### src/design/wcs_pkg.sv
`default_nettype none

package wcs_pkg;

    localparam int STEP_W = 3;

    typedef logic [STEP_W-1:0] step_t;

    // Program layout; the last step falls through to the first by wrap.
    localparam step_t STEP_ACCEPT = 3'd0;
    localparam step_t STEP_FMUL   = 3'd1;
    localparam step_t STEP_FADD   = 3'd2;
    localparam step_t STEP_SLEW   = 3'd3;
    localparam step_t STEP_SMUL   = 3'd4;
    localparam step_t STEP_SCALE  = 3'd5;
    localparam step_t STEP_NEXT   = 3'd6;
    localparam step_t STEP_DECIDE = 3'd7;

    typedef enum logic [2:0] {
        OP_ACCEPT = 3'd0,
        OP_FMUL   = 3'd1,
        OP_FADD   = 3'd2,
        OP_SLEW   = 3'd3,
        OP_SMUL   = 3'd4,
        OP_SCALE  = 3'd5,
        OP_NEXT   = 3'd6,
        OP_DECIDE = 3'd7
    } op_t;

    typedef enum logic [1:0] {
        COND_NONE     = 2'd0,
        COND_WAIT_IN  = 2'd1,
        COND_WAIT_OUT = 2'd2,
        COND_LOOP     = 2'd3
    } cond_t;

    typedef struct packed {
        op_t   op;
        cond_t cond;
        step_t target;
    } ucode_t;

    typedef struct packed {
        op_t  op;
        logic exec;
        logic wheel;
    } ctrl_t;

    typedef struct packed {
        logic [16:0] filter_alpha;
        logic [22:0] max_step;
        logic [22:0] zero_enter;
        logic [22:0] zero_exit;
        logic [23:0] speed_scale;
        logic [7:0]  settle_limit;
        logic [6:0]  left_node;
        logic [6:0]  right_node;
    } cfg_t;

    localparam int CFG_INDEX_W = 4;
    localparam int CFG_DATA_W  = 24;

    typedef enum logic [CFG_INDEX_W-1:0] {
        REG_FILTER_ALPHA = 4'd0,
        REG_MAX_STEP     = 4'd1,
        REG_ZERO_ENTER   = 4'd2,
        REG_ZERO_EXIT    = 4'd3,
        REG_SPEED_SCALE  = 4'd4,
        REG_SETTLE_LIMIT = 4'd5,
        REG_LEFT_NODE    = 4'd6,
        REG_RIGHT_NODE   = 4'd7
    } cfg_reg_t;

    localparam logic [16:0] RST_FILTER_ALPHA = 17'd65536;
    localparam logic [22:0] RST_MAX_STEP     = 23'd524288;
    localparam logic [22:0] RST_ZERO_ENTER   = 23'd1311;
    localparam logic [22:0] RST_ZERO_EXIT    = 23'd2621;
    localparam logic [23:0] RST_SPEED_SCALE  = 24'd234716;
    localparam logic [7:0]  RST_SETTLE_LIMIT = 8'd5;
    localparam logic [6:0]  RST_LEFT_NODE    = 7'd1;
    localparam logic [6:0]  RST_RIGHT_NODE   = 7'd2;

    localparam logic signed [23:0] V_MAX      = 24'sh7FFFFF;
    localparam logic signed [23:0] V_MIN      = -24'sh800000;
    localparam logic signed [31:0] T_MAX      = 32'sh7FFFFFFF;
    localparam logic signed [31:0] T_MIN      = -32'sh80000000;
    localparam logic signed [31:0] DEADBAND   = 32'sd100;
    localparam logic [10:0]        FRAME_BASE = 11'h200;
    localparam logic [49:0]        TRUNC_BIAS = 50'd65535;

    function automatic ucode_t ucode(input step_t step);
        ucode_t w;
        unique case (step)
            STEP_ACCEPT: w = '{OP_ACCEPT, COND_WAIT_IN,  STEP_ACCEPT};
            STEP_FMUL:   w = '{OP_FMUL,   COND_NONE,     STEP_ACCEPT};
            STEP_FADD:   w = '{OP_FADD,   COND_NONE,     STEP_ACCEPT};
            STEP_SLEW:   w = '{OP_SLEW,   COND_NONE,     STEP_ACCEPT};
            STEP_SMUL:   w = '{OP_SMUL,   COND_NONE,     STEP_ACCEPT};
            STEP_SCALE:  w = '{OP_SCALE,  COND_NONE,     STEP_ACCEPT};
            STEP_NEXT:   w = '{OP_NEXT,   COND_LOOP,     STEP_FMUL};
            STEP_DECIDE: w = '{OP_DECIDE, COND_WAIT_OUT, STEP_DECIDE};
        endcase
        return w;
    endfunction

endpackage

`default_nettype wire

### src/design/wcs_sequencer.sv
`default_nettype none

module wcs_sequencer (
    input  wire logic           clk,
    input  wire logic           rst_n,
    input  wire logic           in_valid,
    input  wire logic           out_busy,
    output wcs_pkg::ctrl_t      ctrl,
    output logic                in_ready
);

    wcs_pkg::step_t  step_reg;
    wcs_pkg::step_t  step_next;
    logic            wheel_reg;
    logic            wheel_next;
    wcs_pkg::ucode_t cw;
    logic            hold;
    logic            jump;

    assign cw = wcs_pkg::ucode(step_reg);

    always_comb
    begin
        unique case (cw.cond)
            wcs_pkg::COND_WAIT_IN:  hold = !in_valid;
            wcs_pkg::COND_WAIT_OUT: hold = out_busy;
            wcs_pkg::COND_NONE,
            wcs_pkg::COND_LOOP:     hold = 1'b0;
        endcase
    end

    // loop back for the second wheel, fall through after it
    assign jump = hold || (cw.cond == wcs_pkg::COND_LOOP && !wheel_reg);
    assign step_next = jump ? cw.target : wcs_pkg::step_t'(step_reg + 1'b1);
    assign wheel_next = (cw.op == wcs_pkg::OP_NEXT) ? ~wheel_reg : wheel_reg;

    always_ff @(posedge clk or negedge rst_n)
    begin
        if (!rst_n)
        begin
            step_reg  <= wcs_pkg::STEP_ACCEPT;
            wheel_reg <= 1'b0;
        end
        else
        begin
            step_reg  <= step_next;
            wheel_reg <= wheel_next;
        end
    end

    assign ctrl.op    = cw.op;
    assign ctrl.exec  = !hold;
    assign ctrl.wheel = wheel_reg;
    assign in_ready   = (cw.op == wcs_pkg::OP_ACCEPT);

`ifndef SYNTHESIS
    a_loop_second_wheel: assert property (@(posedge clk) disable iff (!rst_n)
        (step_reg == wcs_pkg::STEP_NEXT && !wheel_reg)
        |=> (step_reg == wcs_pkg::STEP_FMUL && wheel_reg))
        else $error("second wheel pass not started");

    a_hold_decide: assert property (@(posedge clk) disable iff (!rst_n)
        (step_reg == wcs_pkg::STEP_DECIDE && out_busy)
        |=> (step_reg == wcs_pkg::STEP_DECIDE))
        else $error("decide step left while output word pending");

    a_accept_first_wheel: assert property (@(posedge clk) disable iff (!rst_n)
        (step_reg == wcs_pkg::STEP_ACCEPT) |-> !wheel_reg)
        else $error("accept step reached with second wheel selected");
`endif

endmodule

`default_nettype wire

### config.mk
export PLATFORM = sky130hd
export DESIGN_NAME = wcs_sequencer
export DESIGN_NICKNAME = d
export VERILOG_FILES = /design/src/design/wcs_pkg.sv /design/src/design/wcs_sequencer.sv
export SDC_FILE = /design/constraint.sdc
export NUM_CORES = 1
export LEC_CHECK = 0
export BUFFER_PORTS_ARGS = -buffer_cell sky130_fd_sc_hd__buf_2
export CELL_PAD_IN_SITES_DETAIL_PLACEMENT = 1
export CELL_PAD_IN_SITES_GLOBAL_PLACEMENT = 2
export CORE_AREA = 2 2 39 41
export DETAILED_ROUTE_END_ITERATION = 10
export DIE_AREA = 0 0 41 43
export PLACE_DENSITY_LB_ADDON = 0.08
export SYNTH_ARGS = -nofsm -noshare
export SYNTH_HDL_FRONTEND = slang
export SYNTH_SLANG_ARGS = --single-unit
### constraint.sdc
create_clock -name clk -period 1.8 [get_ports clk]
set_input_delay 0.36 -clock clk [delete_from_list [all_inputs] [get_ports clk]]
set_output_delay 0.36 -clock clk [all_outputs]
set_load 0.02 [all_outputs]
==> metrics.md <==
| Metric | Value |
|---|---|
| Final period util | `98.16%` |
| Final Hold Violating Endpoints | `0` |
| RSZ-0062 raised after global routing | `true` |
| Vias in the first global route | `284` |
| DP HPWL | `566.4 um` |
| Nature of the critical path endpoint | `primary output` |
| Top cells by area, synth | `dfrtp_1 35%, ha_1 18%, a31o_1 6.2%` |
| Routed vias/inst | `4.517` |
| Port bufs | `9` |
| Status | `completed` |
| FILL cells | `173` |
| Mapped Avg Cell Area | `11.31 um2` |
| Starting Density | `20.43%` |
| Detailed Route Iter0 Violations | `0` |
| Gr ovfl total | `0` |
| Syn_nets | `33` |
| GPL Wtd Cong | `0.7222` |
| Synth Instances | `25` |
| Gr usage total | `10.40%` |
| Max FO, Critical Path | `4` |
| Pint | `526.6 uW` |
| Warnings from Yosys | `0` |
| Sequential share of power | `23.3%` |
| I/O pin total | `10` |
| Critical Path Start | `step_reg[0]` |
| Root buffer cell | `clkbuf_4` |
| Placeable core area | `1384 um2` |
| Die Y | `43 um` |
| Clk network pwr share | `12.1%` |
| Worst Setup Path Type | `reg -> out` |
| Clock skew | `0.005867 ns` |
| Switching Share | `41.20%` |
| Area delta synth->final | `66.37%` |
| # diodes | `0` |
| Residual DRC | `0` |
| CTS Sinks | `4` |
| H-tree depth | `1` |
| Top-area cell type share of the netlist area | `35.40%` |
| Comb pwr share | `64.6%` |
| Final min period | `1.767 ns` |
| Share of cells above drive strength 1 | `63.64%` |
| Yosys cell types | `16` |
| Total CTS buffers | `3` |
| # rows | `14` |
| Final instance area | `470.5 um2` |
| Max_slew headroom | `78.39%` |
| Post-DR wirelength/cell | `12.45 um` |
| Worst Path Required | `1.44 ns` |
| Max-slew violation count | `0` |
| Worst skew pair latency | `0.23 ns` |
| CTS Buffer Depth | `2` |
| First-pass GRT wire length | `1.200 mm` |
| Setup violations, final | `0` |
| Critical path arrival | `1.41 ns` |
| Sequential share of the synthesized area | `35.40%` |
| Die Width | `41 um` |
| Hold WC Path Type | `in -> async` |
| Worst r2r src | `step_reg[1]` |
| Hold Slack | `0.4537 ns` |
| Max Cap Viol | `0` |
| Final wirelength | `747 um` |
| Vias after detailed routing | `271` |
| Pre-Repair DR Iteration Count | `1` |
| Cell area after synthesis | `282.8 um2` |
| Post-route antenna net violation count | `0` |
| CTS clk-pin slew, worst paths | `0.04 ns` |
| Largest area contributor in the netlist | `dfrtp_1` |
| CTS tree | `done` |
| Largest net degree at the start of global routing | `10` |
| Die Area | `1763 um2` |
| Max reg flops | `3` |
| VDD IR-drop max | `0.5999 mV` |
| Reported net switching power | `368.9 uW` |
| Leakage power | `0.0002264 uW` |
| Initial antenna violation count | `0` |
| Dpl cell area | `367.9 um2` |
| NumNets Final | `54` |
| Max Clock Freq | `0.5660 GHz` |
| Yosys reg bits | `4` |
| Worst Setup Start Kind | `register` |
| Worst-margin pin slew | `0.3242 ns` |
| Power density cells | `1904 nW/um2` |
[routing by layer]
layer	GRT usage, %	share of wire [%]	vias up
li1	-	-	133
met1	11.80	42	131
met2	16.25	52	7
met3	4.712	5.9	0
met4	4.000	0	0
met5	0	0	-
[stage by stage]
stage / utilization, % / worst slack, ns / instances / TNS [ns] / power (uW)
final: 34.00 / 0.03311 / 60 / 0 / 895.6
after global routing: 34.00 / -0.01977 / 60 / -0.01977 / 970.4
after CTS: 32.73 / -0.04027 / 59 / -0.04027 / 871.5
after detailed placement: 26.58 / 0.1022 / 52 / 0 / 659.3
after global placement: 26.58 / 0.09362 / 52 / 0 / 662.2
after floorplan: - / 0.02341 / 25 / 0 / 488.6
[cell type report]
cell class / count / area, um2 / share of cell area (%)
Clock buffer: 3 / 22.52 / 4.787
Inverter: 2 / 7.507 / 1.596
Multi-Input combinational cell: 18 / 205.2 / 43.62
Sequential cell: 4 / 101.3 / 21.54
Tap cell: 16 / 20.02 / 4.255
Timing Repair Buffer: 17 / 113.9 / 24.20
[path summary, 6_finish.rpt]
check	cells past startpoint	slack (ns)	end
max	5	0.03	ctrl[1]
min	2	0.45	wheel_reg
max reg2reg	4	0.23	step_reg[2]
min reg2reg	1	0.50	wheel_reg
max in group asynchronous	2	1.22	step_reg[1]
min in group clk	1	0.50	wheel_reg
[synth_stat cells (all sizes together)]
library cell	instances
and4bb	1
nand4b	1
inv	2
xnor2	1
nand2	2
nor3	1
nor2b	1
dfrtp	4
ha	4
buf	1
and4b	2
o41a	1
nor3b	1
a21o	1
a31o	2
[layout by cell type, fill, tap and decap left out]
cell type      netlist  routed
and4b_1              1       1
ha_1                 4       2
nor3_4               0       1
clkbuf_4             0       3
a21o_2               1       1
nor3b_4              0       1
inv_1                2       1
dfrtp_2              0       1
ha_2                 0       1
ha_4                 0       1
dfrtp_1              4       3
buf_6                0       1
and4b_4              1       1
buf_4                1       7
buf_2                0       8
and4bb_2             1       1
nand2_1              2       2
xnor2_1              1       1
a31o_1               2       2
nor2b_1              1       1
o41a_1               1       1
inv_2                0       1
nand4b_1             1       1
dlygate4sd3_1        0       1
[worst max-delay path, stage by stage (launching register included)]
cell,delay [ns]
dfrtp_1,0.38
inv_2,0.09
ha_4,0.14
and4b_4,0.22
nor3_4,0.21
buf_6,0.14
[what timing repair did]
action,CTS,global route
endpoints found under the setup margin,1,1
buffers inserted,3,1
hold buffers,1,0
hold endpoints to repair,4,0
resized for setup,6,4
pin swaps,1,2
[power by group through the flow]
stage | Sequential (uW) | Combinational [uW] | Clock (uW)
after floorplan | 236 | 252 | 0
after global placement | 201 | 461 | 0
after detailed placement | 202 | 457 | 0
after CTS | 199 | 560 | 113
after global routing | 219 | 634 | 117
final | 209 | 579 | 108
[logic make-up after synthesis]
family	Yosys count	synth area share, %
AO/OA/AOI/OAI	4	13.28
AND/OR/NAND/NOR	9	25.22
buffers and inverters	3	5.312
XOR/XNOR	1	3.098
flip-flops	4	35.40
adder cells (fa/ha/maj)	4	17.70
(Power assumes the default switching activity.)
